$ cat config.mk
export PLATFORM = sky130hd
export DESIGN_NAME = ffea_cell
export DESIGN_NICKNAME = d
export VERILOG_FILES = /design/src/rtl/ffea_pkg.sv /design/src/rtl/ffea_cell.sv
export SDC_FILE = /design/constraint.sdc
export NUM_CORES = 1
export LEC_CHECK = 0
export BUFFER_PORTS_ARGS = -buffer_cell sky130_fd_sc_hd__buf_4
export CAP_MARGIN = 10
export CORE_ASPECT_RATIO = 1.75
export CORE_MARGIN = 2
export CORE_UTILIZATION = 59
export CTS_CLUSTER_SIZE = 16
export DETAILED_ROUTE_END_ITERATION = 10
export GPL_ROUTABILITY_DRIVEN = 0
export GPL_TIMING_DRIVEN = 0
export HOLD_SLACK_MARGIN = 0.08
export PLACE_DENSITY = 0.86
export SETUP_SLACK_MARGIN = 0.3
export SLEW_MARGIN = 0
export SYNTH_ARGS = -nofsm -noshare
export SYNTH_HDL_FRONTEND = slang
export SYNTH_SLANG_ARGS = --single-unit
export TNS_END_PERCENT = 50
$ cat constraint.sdc
create_clock -name i_clk -period 7.73 [get_ports i_clk]
set_input_delay 0 -clock i_clk [delete_from_list [all_inputs] [get_ports i_clk]]
set_output_delay 0 -clock i_clk [all_outputs]
set_load 0.01 [all_outputs]
$ cat src/rtl/ffea_pkg.sv
// shared types, codes and defaults of the first-fit extent allocator
`timescale 1ns / 1ps
`default_nettype none

package ffea_pkg;

    localparam int DEF_MAX_EXTENTS = 16;
    localparam int DEF_ADDR_WIDTH  = 16;

    localparam int FIELD_W   = 16;
    localparam int STATUS_W  = 2;
    localparam int CFG_IDX_W = 2;

    localparam logic [FIELD_W-1:0] REGION_BASE_RST = 16'h0000;
    localparam logic [FIELD_W-1:0] REGION_SIZE_RST = 16'hFFFF;

    // configuration register indexes
    localparam logic [CFG_IDX_W-1:0] REG_REGION_BASE = 2'd0;
    localparam logic [CFG_IDX_W-1:0] REG_REGION_SIZE = 2'd1;

    // result status codes
    localparam logic [STATUS_W-1:0] STS_OK    = 2'd0;
    localparam logic [STATUS_W-1:0] STS_NOFIT = 2'd1;
    localparam logic [STATUS_W-1:0] STS_FULL  = 2'd2;
    localparam logic [STATUS_W-1:0] STS_ZERO  = 2'd3;

    localparam logic KIND_ALLOC   = 1'b0;
    localparam logic KIND_RELEASE = 1'b1;

    typedef enum logic [1:0] {
        ST_IDLE,
        ST_SCAN,
        ST_APPLY
    } t_state;

    // token rippled down the chain, one cell per cycle
    // alloc: hit = target found upstream, rm = target extent empties
    // release: hit = insert point found, rm = joins predecessor, jn = joins successor
    typedef struct packed {
        logic hit;
        logic rm;
        logic jn;
    } t_tok;

    // control broadcast to every cell
    typedef struct packed {
        logic scan;
        logic apply;
        logic reload;
        logic kind;
        logic full;
    } t_cell_ctl;

endpackage

`default_nettype wire

$ cat src/rtl/ffea_cell.sv
// one extent cell of the allocator chain
`timescale 1ns / 1ps
`default_nettype none

module ffea_cell #(
    parameter int ADDR_WIDTH = ffea_pkg::DEF_ADDR_WIDTH
) (
    input  logic                  i_clk,
    input  ffea_pkg::t_cell_ctl   i_ctl,
    input  logic                  i_head,
    input  logic [ADDR_WIDTH-1:0] i_req_start,
    input  logic [ADDR_WIDTH-1:0] i_req_size,
    input  logic [ADDR_WIDTH:0]   i_req_end,
    input  logic [ADDR_WIDTH-1:0] i_ld_start,
    input  logic [ADDR_WIDTH-1:0] i_ld_len,
    input  logic                  i_ld_valid,
    input  logic                  i_l_valid,
    input  logic [ADDR_WIDTH-1:0] i_l_start,
    input  logic [ADDR_WIDTH-1:0] i_l_len,
    input  logic                  i_l_le,
    input  logic                  i_l_match_end,
    input  ffea_pkg::t_tok        i_l_tok,
    input  logic [ADDR_WIDTH-1:0] i_l_grant,
    input  logic                  i_r_valid,
    input  logic [ADDR_WIDTH-1:0] i_r_start,
    input  logic [ADDR_WIDTH-1:0] i_r_len,
    input  logic                  i_r_le,
    input  logic                  i_r_match_start,
    output logic                  o_valid,
    output logic [ADDR_WIDTH-1:0] o_start,
    output logic [ADDR_WIDTH-1:0] o_len,
    output logic                  o_le,
    output logic                  o_match_end,
    output logic                  o_match_start,
    output ffea_pkg::t_tok        o_tok,
    output logic [ADDR_WIDTH-1:0] o_grant
);
    import ffea_pkg::*;

    localparam int AW = ADDR_WIDTH;
    localparam logic [AW-1:0] LEN_MAX = '1;

    logic          r_valid, n_valid;
    logic [AW-1:0] r_start, n_start;
    logic [AW-1:0] r_len,   n_len;
    t_tok          r_tok,   n_tok;
    logic [AW-1:0] r_grant, n_grant;

    logic          le, match_end, match_start, fit, empties, gen;
    logic [AW:0]   end_sum;
    logic [AW-1:0] rest, gen_grant, sat1, sat2;
    logic [AW+1:0] sum1, sum2;
    t_tok          gen_tok, own_tok;

    always_comb begin
        le          = r_valid && (r_start <= i_req_start);
        end_sum     = {1'b0, r_start} + {1'b0, r_len};
        match_end   = r_valid && (end_sum == {1'b0, i_req_start});
        match_start = r_valid && ({1'b0, r_start} == i_req_end);
        fit         = r_valid && (r_len >= i_req_size);
        rest        = r_len - i_req_size;
        empties     = (r_len == i_req_size);
        if (i_ctl.kind == KIND_RELEASE) begin
            // insert point: first cell that is empty or whose start is above the released start
            gen       = i_l_le && !le;
            gen_tok   = '{hit: 1'b1, rm: i_l_match_end, jn: match_start};
            gen_grant = '0;
        end else begin
            gen       = fit && !r_tok.hit;
            gen_tok   = '{hit: 1'b1, rm: empties, jn: 1'b0};
            gen_grant = r_start + rest;
        end
        own_tok = gen ? gen_tok : r_tok;
        sum1    = {2'b00, r_len} + {2'b00, i_req_size};
        sum2    = sum1 + {2'b00, i_r_len};
        sat1    = (sum1 > {2'b00, LEN_MAX}) ? LEN_MAX : sum1[AW-1:0];
        sat2    = (sum2 > {2'b00, LEN_MAX}) ? LEN_MAX : sum2[AW-1:0];
    end

    always_comb begin
        n_valid = r_valid;
        n_start = r_start;
        n_len   = r_len;
        n_tok   = r_tok;
        n_grant = r_grant;
        if (i_ctl.reload) begin
            n_valid = i_head && i_ld_valid;
            n_start = i_head ? i_ld_start : '0;
            n_len   = i_head ? i_ld_len : '0;
            n_tok   = '0;
            n_grant = '0;
        end else if (i_ctl.scan) begin
            n_tok   = i_l_tok;
            n_grant = i_l_grant;
        end else if (i_ctl.apply) begin
            if (i_ctl.kind == KIND_ALLOC) begin
                if ((gen && empties) || (!gen && r_tok.hit && r_tok.rm)) begin
                    // close the gap left by the emptied extent
                    n_valid = i_r_valid;
                    n_start = i_r_start;
                    n_len   = i_r_len;
                end else if (gen) begin
                    n_len = rest;
                end
            end else begin
                if (own_tok.hit) begin
                    if (own_tok.rm && own_tok.jn) begin
                        n_valid = i_r_valid;
                        n_start = i_r_start;
                        n_len   = i_r_len;
                    end else if (own_tok.jn) begin
                        if (gen) begin
                            n_start = i_req_start;
                            n_len   = sat1;
                        end
                    end else if (!own_tok.rm && !i_ctl.full) begin
                        if (gen) begin
                            n_valid = 1'b1;
                            n_start = i_req_start;
                            n_len   = i_req_size;
                        end else begin
                            n_valid = i_l_valid;
                            n_start = i_l_start;
                            n_len   = i_l_len;
                        end
                    end
                end else if (le && !i_r_le && match_end) begin
                    // predecessor of the insert point absorbs the block
                    n_len = i_r_match_start ? sat2 : sat1;
                end
            end
        end
    end

    always_ff @(posedge i_clk) begin
        r_valid <= n_valid;
        r_start <= n_start;
        r_len   <= n_len;
        r_tok   <= n_tok;
        r_grant <= n_grant;
    end

    assign o_valid       = r_valid;
    assign o_start       = r_start;
    assign o_len         = r_len;
    assign o_le          = le;
    assign o_match_end   = match_end;
    assign o_match_start = match_start;
    assign o_tok         = own_tok;
    assign o_grant       = gen ? gen_grant : r_grant;

endmodule

`default_nettype wire

Word-level counts from Yosys, hierarchy flattened
Index checks and enable logic that the tools add are counted.

Order comparisons: 4. Reduce and logical (&&, ||, !) cells: 27. Multiplexer cells: 44. $add $sub $neg: 5. Eq/ne operators: 12.

Operator list (count): two-way mux 16 bit (31); adder 16 x 16 -> 17 bit (2); adder 17 x 16 -> 18 bit (1); > comparator 18 x 16 -> 1 bit, second input constant (1); AND reduction 6 bit (3); equality test 16 x 17 -> 1 bit (1); equality test 17 x 16 -> 1 bit (1); > comparator 17 x 16 -> 1 bit, second input constant (1); adder 16 bit (1); equality test 16 bit (1); greater-or-equal comparator 16 bit (1); less-or-equal comparator 16 bit (1); subtractor 16 bit (1); logical AND 1 bit (14); two-way mux 1 bit (11); inequality test 4 x 1 -> 1 bit, second input constant (2); logical NOT 1 bit (6); inequality test 6 x 3 -> 1 bit, second input constant (1); inequality test 6 x 5 -> 1 bit, second input constant (1); inequality test 5 x 1 -> 1 bit, second input constant (1); inequality test 5 x 4 -> 1 bit, second input constant (1); inequality test 4 x 3 -> 1 bit, second input constant (1); nonzero test 4 bit (1); two-way mux 3 bit (1); 6 further kinds (6).

Flip-flop bits (word level): 52. Input port bits: 178. Output and inout bits: 55. Logic and storage cells: 99.

Longest topological paths before layout
Gate-level depths: netlist of run 1.

Depth after elaboration: 16. Depth in mapped cells: 21.

Worst setup path before layout of run 1
OpenSTA, ideal clock, no wires.

Kind: register -> register. Start point: register r_len[2], in the netlist o_len[2]. End point: register r_len[11], in the netlist o_len[11] (data pin). Slack: 3.090 ns. Cell stages (with the launch flop): 18. Path buffers: 1. Data arrival time: 4.369 ns. Library setup time: 0.272 ns. Period minus slack after synthesis: 4.640 ns. Cells stage by stage: edfxtp_1 -> ha_1 -> buf_2 -> nor2_1 -> o311ai_1 -> a21oi_1 -> nor2_1 -> xnor2_1 -> inv_1 -> ha_1 -> or3_1 -> o221a_2 -> o41ai_1 -> o21ai_0 -> a21oi_1 -> mux2i_2 -> a221oi_1 -> or4_1.

Longest elaborated chain between the ends: 13. Elaborated cells between the ends (all ways): 34. Those cells by class: add/sub (3); order compare (3); eq/ne (1); mux (19); reduce/logical (8).

Ends and longest elaborated chain: start, declared (RTL line ffea_cell.sv:45) `logic [AW-1:0] r_len, n_len;`; start signal, assigned (RTL line ffea_cell.sv:138) `r_len <= n_len;`; parallel branches: the longest is 9 deep, another holds adder 17 x 16 -> 18 bit; two-way mux 16 bit * (RTL line ffea_cell.sv:96) `if (i_ctl.kind == KIND_ALLOC) begin`; two-way mux 16 bit * (RTL line ffea_cell.sv:95) `end else if (i_ctl.apply) begin`; two-way mux 16 bit * (RTL line ffea_cell.sv:92) `end else if (i_ctl.scan) begin`; two-way mux 16 bit * (RTL line ffea_cell.sv:86) `if (i_ctl.reload) begin`; net n_len[11] (RTL line ffea_cell.sv:45).

Mark *: on every way through the listed nets, which the timed path passes. The select of a mux whose other input is x is not followed. A chain may end at the register's enable or synchronous reset.

Final worst setup path of run 1
Start point: register r_len[0], in the netlist o_len[0]. End point: register r_len[4], in the netlist o_len[4] (data pin).

Same word-level chain as after synthesis.

==> results.json, run 1 <==
{
  "period_share_pct": 76.4,
  "cpPeakStageDelay_ns": 0.58,
  "synthArstFlopShare_pct": 0,
  "syn_avg_cell_area_um2": 7.90,
  "syn-cell-area_um2": 8260,
  "via_per_inst": 6.64,
  "worstSkewPairLatency_ns": 0.32,
  "cts_tree": "built",
  "yosys.area.top_type": "ha_1",
  "die_area_um2": 15000,
  "post_drt_wl_per_cell_um": 22.4,
  "rsz0062_at_grt": "false",
  "drc_errors": 0,
  "cp.arrival_ns": 5.96,
  "first_pass_iters": 8,
  "die_h_um": 161,
  "yosys_warnings": 0,
  "drt_wl_total_mm": 33.9,
  "cts.sinks": 52,
  "grt_pass1_wl_mm": 50.9,
  "n_antenna_cell": 0,
  "cts_buffers": 5,
  "clock_path_buffers": 2,
  "slowest_stage": "o41ai_1",
  "regToRegSetupSlack_ns": 1.83,
  "synth_ff_type": "edfxtp_1",
  "vias": 10100,
  "rows": 57,
  "ios": 233,
  "crit_path_max_fanout": 10,
  "use_met3_pct": 10.1,
  "hold_end": "o_start[10]",
  "post-cts-setup-buffers": 0,
  "grt.overflow.total": 0,
  "area_growth_syn_to_layout_pct": 31.7,
  "hold_class": "input port to flop",
  "postSynthCellCount": 1046,
  "crit_type": "flop to flop",
  "grt_busiest_layer": "met2",
  "leakage_uw": 0.00526,
  "yosysMostFrequentCell": "inv_1",
  "r2r-end": "o_len[4]",
  "yosysSeqAreaShare_pct": 16.6,
  "ys_top_cells_by_area": "ha_1 (15%), edfxtp_1 (12%), mux2i_1 (7.9%), dfxtp_1 (4.6%), xor2_1 (4.6%)",
  "r2r_start": "o_len[0]",
  "cp-end-kind": "flop",
  "grt.total_usage_pct": 44.0,
  "setup_tns_ns": 0,
  "period_minus_slack_ns": 5.90,
  "cp_cell_sequence": "ha_1 > inv_1 > fa_1 > nor2_1 > o311ai_1 > a21oi_1 > nor2_1 > xnor2_1 > inv_1 > ha_1 > or3_1 > o221a_2 > o41ai_1 > o21ai_0 > a21oi_1 > mux2i_2 > buf_2 > a221oi_1 > a211o_1",
  "clock_skew_ns": 0.0192,
  "max-slew-margin-rel_pct": 25.0,
  "powerDensity_nw_per_um2": 227,
  "synth_top_area_share_pct": 14.7,
  "synth_compound_area_share_pct": 24.7,
  "hold_buffers": 51,
  "synth_commonest_cells": "inv_1 (98), ha_1 (97), nand2_1 (84), nor2_1 (76), mux2i_1 (65)",
  "hold-path-cell-count": 3,
  "ff2ff_path_depth": 19,
  "antenna_left": 0,
  "clk_root_buffer_cell": "clkbuf_16",
  "met1_usage_pct": 41.3,
  "nets": 1616,
  "worstSetupStartpointType": "flop",
  "hp-start": "i_l_start[10]",
  "io_buffers": 231,
  "clock_tree.htree_level_count": 2,
  "start_util_pct": 60.0,
  "cp.required_ns": 7.79,
  "clk_pin_slew_ns": 0.08,
  "max_freq_mhz": 169,
  "worst_slew_pin_slew_ns": 1.11,
  "grt_max_degree": 18,
  "antenna_found_initial": 1,
  "fp.coreArea_um2": 13800,
  "synth-seq-cells": 52,
  "outcome": "completed",
  "dp.final_hpwl_mm": 25.8,
  "cts-resized-gates": 0,
  "die_width_um": 93.5,
  "cap_violations": 0,
  "drive_gt1_share_pct": 21.4,
  "drv_slew": 0,
  "synth.distinct_cells": 80,
  "fill_cells": 971,
  "synth_mux_area_share_pct": 8.86,
  "synth-edff-count": 33,
  "finalSetupViolations": 0,
  "syn-num-nets": 1326,
  "synth_simple_gate_area_share_pct": 18.1,
  "synth-xor-area-share_pct": 9.01,
  "use_met2_pct": 75.3,
  "synth_top_family_by_area": "compound AO/OA/AOI/OAI gates",
  "grt_pass1_vias": 10300,
  "fin_util_pct": 79.1,
  "initialDrtViolationCount": 852,
  "vdd_drop_max_v": 0.000143,
  "synth_fa_ha_area_share_pct": 15.9,
  "hold_violations": 0
}
==> area by class of cell <==
type / count / area (um2) / share of cell area [%]
Clock buffer: 5 / 125 / 1.15
Inverter: 99 / 372 / 3.41
Timing Repair Buffer: 283 / 2250 / 20.7
Sequential cell: 52 / 1370 / 12.6
Buffer: 41 / 195 / 1.79
Clock inverter: 3 / 20.0 / 0.184
Tap cell: 177 / 221 / 2.03
Multi-Input combinational cell: 854 / 6330 / 58.1
==> worst max path at each step <==
stage	from	end	slack, ns	cells after the start
finish	o_len[0]	o_len[4]	1.83	19
global route	o_len[0]	o_len[4]	1.73	19
detailed placement	o_len[0]	o_len[4]	2.03	19
floorplan	o_len[2]	o_len[11]	3.09	17
global placement	o_len[0]	o_len[5]	1.82	15
CTS	o_len[0]	o_len[4]	2.01	19
==> power by group <==
part           switching (uW)  internal (uW)
Combinational            1060            758
Clock                     131            122
Sequential               63.4            342
Total                    1250           1220
==> through the flow <==
stage | std cells | instance area [um2] | hold WS [ns] | power [uW] | setup slack (ns)
floorplan | 1046 | 8260 | 0.147 | 1580 | 3.09
global placement | 1454 | 10200 | 0.235 | 2070 | 1.82
detailed placement | 1455 | 10200 | 0.249 | 2110 | 2.03
CTS | 1514 | 10900 | 0.0803 | 2380 | 2.01
global route | 1514 | 10900 | 0.0818 | 2600 | 1.73
finish | 1514 | 10900 | 0.0730 | 2480 | 1.83
==> flip-flops by register name (all words and copies together), names as in the netlist <==
register / flops
r_grant: 16
o_start: 16
r_tok: 3
o_len: 16
o_valid: 1
==> layout by cell type (no fill, tap or decap), types with 10 or more instances in the layout <==
cell | netlist | layout
a31oi_1 | 10 | 10
dfxtp_1 | 19 | 19
xor2_1 | 43 | 43
a221oi_1 | 13 | 13
clkbuf_1 | 19 | 19
o21a_1 | 12 | 12
dlygate4sd3_1 | 0 | 51
nor2_1 | 76 | 76
edfxtp_1 | 33 | 33
o21bai_1 | 14 | 14
o21ai_0 | 64 | 64
buf_4 | 3 | 235
a21o_1 | 15 | 15
nand3_1 | 30 | 30
mux2i_1 | 65 | 65
nand2_1 | 84 | 84
inv_1 | 98 | 98
nor3_1 | 21 | 21
nor2b_1 | 13 | 13
o221ai_1 | 19 | 19
o211ai_1 | 10 | 10
xnor2_1 | 42 | 42
buf_2 | 18 | 18
nand2b_1 | 15 | 15
a21oi_1 | 54 | 54
or3_1 | 13 | 13
ha_1 | 97 | 97
==> cell families after synthesis <==
family                     count (synthesis)
DFF                                       52
xor gates and xnor gates                  85
muxes                                     70
adders and majority gates                102
AOI/OAI and AO/OA                        293
buffers and inverters                    140
and+or+nand+nor                          304
==> layer usage <==
metal / part of all wire [%] / up-vias
li1: - / 4418
met1: 30 / 4560
met2: 48 / 785
met3: 10 / 295
met4: 11 / 2
met5: 0.024 / -
==> worst max-delay path: cells and delay by family (launching register included) <==
family	cells	cell delay, ns
XOR/XNOR	1	0.21
adder cells (fa/ha/maj)	3	0.70
multiplexers	1	0.53
AO/OA/AOI/OAI	8	2.61
AND/OR/NAND/NOR	3	0.59
buffers and inverters	3	0.51
flip-flops	1	0.50
Note: power is estimated with default switching activity, not from simulation.
==> run 2, diff against run 1 <==
ABC_AREA = 1   (was unset)
CORE_UTILIZATION = 56   (was 59)
PLACE_DENSITY = 0.81   (was 0.86)
clock period = 6.1 ns   (was 7.73 ns; I/O delays follow)
==> results.json, run 2 <==
{
  "outcome": "completed",
  "synth_ff_type": "edfxtp_1",
  "ios": 233,
  "clk_root_buffer_cell": "clkbuf_16",
  "synth.distinct_cells": 50,
  "dp.final_hpwl_mm": 29.8,
  "r2r-end": "o_len[11]",
  "clk_pin_slew_ns": 0.09,
  "worst_slack_ns": 1.13,
  "worstSkewPairLatency_ns": 0.31,
  "synth-seq-cells": 52,
  "r2r_start": "o_len[1]",
  "yosys.area.top_type": "nand2_1",
  "die_h_um": 173,
  "clock_skew_ns": 0.00689,
  "switchingPower_uw": 1730,
  "yosysMostFrequentCell": "nand2_1",
  "yosysSeqAreaShare_pct": 15.1,
  "finalSetupViolations": 0,
  "clock_path_buffers": 2,
  "initialDrtViolationCount": 830,
  "pre_cts_slack_ns": 1.26,
  "cp-end-kind": "flop",
  "via_per_inst": 5.83,
  "area_growth_syn_to_layout_pct": 29.2,
  "hold_violations": 0,
  "postSynthCellCount": 1532,
  "powerDensity_nw_per_um2": 271,
  "clock_tree.htree_level_count": 2,
  "antenna_left": 0,
  "grt.total_usage_pct": 41.6,
  "grt_pass1_wl_mm": 56.4,
  "drt_wl_total_mm": 37.3,
  "cp.required_ns": 6.17,
  "synthArstFlopShare_pct": 0,
  "grt_max_degree": 19,
  "max_freq_mhz": 201,
  "cts_buffers": 5,
  "syn-num-nets": 1812,
  "cap_violations": 0,
  "cts_tree": "built",
  "drc_errors": 0,
  "io_buffers": 230,
  "rsz0062_at_grt": "false",
  "cp.arrival_ns": 5.04,
  "p_comb_share_pct": 73.8,
  "hold_class": "input port to flop",
  "synth_top_area_share_pct": 22.1,
  "grt.overflow.total": 0,
  "slowest_stage": "edfxtp_1",
  "rows": 61,
  "p_clk_share_pct": 10.2,
  "crit_top_cell": "nand2_1",
  "cts.sinks": 52,
  "antenna_found_initial": 2,
  "fin_cells": 2013,
  "worstSetupStartpointType": "flop",
  "regToRegSetupSlack_ns": 1.13,
  "drv_slew": 0,
  "crit_type": "flop to flop",
  "post_drt_wl_per_cell_um": 18.5,
  "yosys_warnings": 0,
  "grt_pass1_vias": 11500,
  "worst_slew_pin_slew_ns": 1.05,
  "cp_num_buf_inv": 3,
  "vdd_drop_max_v": 0.000171,
  "drive_gt1_share_pct": 16.8,
  "intPower_uw": 1460,
  "hold-path-cell-count": 4,
  "die_area_um2": 17300,
  "cp_cell_sequence": "inv_1 > fa_1 > nand3b_1 > nand2_1 > nand2_1 > nand2_1 > nand2_1 > o21bai_1 > xor2_1 > inv_1 > ha_1 > a21oi_1 > o21ai_0 > a221oi_1 > a21oi_1 > o22ai_2 > buf_2 > nand2_1 > nand3_1 > nand2_1 > nand2_1 > nand2_1",
  "fp.coreArea_um2": 15900,
  "n_antenna_cell": 0,
  "max-slew-margin-rel_pct": 30.2,
  "first_pass_iters": 5,
  "final_common_cell": "nand2_1",
  "post-cts-setup-buffers": 0,
  "vias": 11700,
  "hp-start": "i_ld_len[8]",
  "crit_path_max_fanout": 10,
  "synth_commonest_cells": "nand2_1 (536), inv_1 (164), nor2_1 (136), nand3_1 (108), ha_1 (97)",
  "power.share.sequential_pct": 15.9,
  "cpPeakStageDelay_ns": 0.54,
  "leakage_uw": 0.00645,
  "period_minus_slack_ns": 4.97,
  "final_cell_mix": "nand2_1 (536), buf_4 (230), inv_1 (164)",
  "dpl.cell_count": 1951,
  "die_width_um": 100,
  "synth-edff-count": 33,
  "syn-cell-area_um2": 9100,
  "sw_frac_of_total_pct": 54.2,
  "hold_end": "o_len[8]",
  "nets": 2103,
  "start_util_pct": 57.3,
  "period_share_pct": 81.5,
  "setup_tns_ns": 0,
  "ff2ff_path_depth": 22,
  "syn_avg_cell_area_um2": 5.94,
  "fin_util_pct": 74.1,
  "ys_top_cells_by_area": "nand2_1 (22%), ha_1 (13%), edfxtp_1 (11%), inv_1 (6.8%), nand3_1 (5.9%)",
  "critPathTopFamily": "compound AO/OA/AOI/OAI gates"
}
-- run 2: cell types whose count changed in the layout (fill, tap and decap cells not counted), moves of 11 or more --
| cell | delta |
|---|---|
| xnor2_1 | -27 |
| o221ai_1 | -18 |
| mux2i_1 | -65 |
| a21oi_1 | +32 |
| nor2_1 | +58 |
| inv_1 | +66 |
| nand3_1 | +78 |
| nand2_1 | +452 |
| a221oi_1 | -12 |
| nand4_1 | +25 |
| or3_1 | -13 |
| nor2b_1 | -13 |
| nand2b_1 | -15 |
| a21boi_1 | +11 |
-- run 2: power by group through the flow --
stage / logic (uW) / clock network (uW) / registers [uW]
floorplan: 1530 / 0 / 491
global placement: 2200 / 0 / 512
detailed placement: 2240 / 0 / 511
CTS: 2280 / 321 / 503
global route: 2570 / 333 / 509
finish: 2350 / 327 / 508
-- run 2: cell families (layout without fill, tap and decap cells) --
group | after synthesis | after routing | synth area share [%]
XOR/XNOR | 66 | 66 | 6.65
buffers and inverters | 224 | 516 | 10.1
AO/OA/AOI/OAI | 225 | 225 | 14.1
flip-flops | 52 | 52 | 15.1
adder cells (fa/ha/maj) | 102 | 102 | 14.4
AND/OR/NAND/NOR | 863 | 863 | 39.7
-- run 2: routing by layer --
| layer | vias to the layer above | share of wire, % | global-route usage, % |
|---|---|---|---|
| li1 | 5566 | - | - |
| met3 | 268 | 8.8 | 5.94 |
| met2 | 743 | 49 | 73.4 |
| met4 | 4 | 11 | 38.8 |
| met5 | - | 0.086 | 0 |
| met1 | 5160 | 31 | 40.0 |
-- run 2: how the worst max path moves through the flow --
stage / from / to / slack, ns / cells after the start
3_3_place_gp: o_len[1] / o_len[11] / 1.31 / 22
4_1_cts: o_len[1] / o_len[11] / 1.25 / 22
5_1_grt: o_len[2] / o_len[11] / 0.86 / 22
6_report: o_len[1] / o_len[11] / 1.13 / 22
3_5_place_dp: o_len[1] / o_len[11] / 1.26 / 22
2_1_floorplan: o_len[0] / o_len[4] / 2.27 / 25
-- run 2: through the flow --
stage | total power, uW | hold WS (ns) | instance area [um2]
after global routing | 3410 | 0.0921 | 11800
final | 3190 | 0.0819 | 11800
after detailed placement | 2750 | 0.227 | 11100
after floorplan | 2030 | 0.135 | 9100
after global placement | 2710 | 0.226 | 11100
after CTS | 3110 | 0.0810 | 11800
-- run 2: area by class of cell --
cell class / count / area (um2)
Sequential cell: 52 / 1370
Timing Repair Buffer: 284 / 2270
Buffer: 53 / 277
Inverter: 171 / 642
Clock buffer: 5 / 125
Fill cell: 1412 / 4120
Tap cell: 189 / 236
Multi-Input combinational cell: 1256 / 6820
Clock inverter: 3 / 26.3
-- run 2: what timing repair did --
action,in CTS,in global routing
resized for setup,0,0
hold buffers,54,0
endpoints found under the hold margin,41,0
-- run 2: worst register-to-register path, stage by stage (launching register included) --
cell and delay (ns):
edfxtp_1 0.54, inv_1 0.19, fa_1 0.46, nand3b_1 0.20
nand2_1 0.18, nand2_1 0.08, nand2_1 0.15, nand2_1 0.10
o21bai_1 0.19, xor2_1 0.30, inv_1 0.08, ha_1 0.33
a21oi_1 0.18, o21ai_0 0.15, a221oi_1 0.41, a21oi_1 0.14
o22ai_2 0.35, buf_2 0.34, nand2_1 0.09, nand3_1 0.08
nand2_1 0.06, nand2_1 0.05, nand2_1 0.07
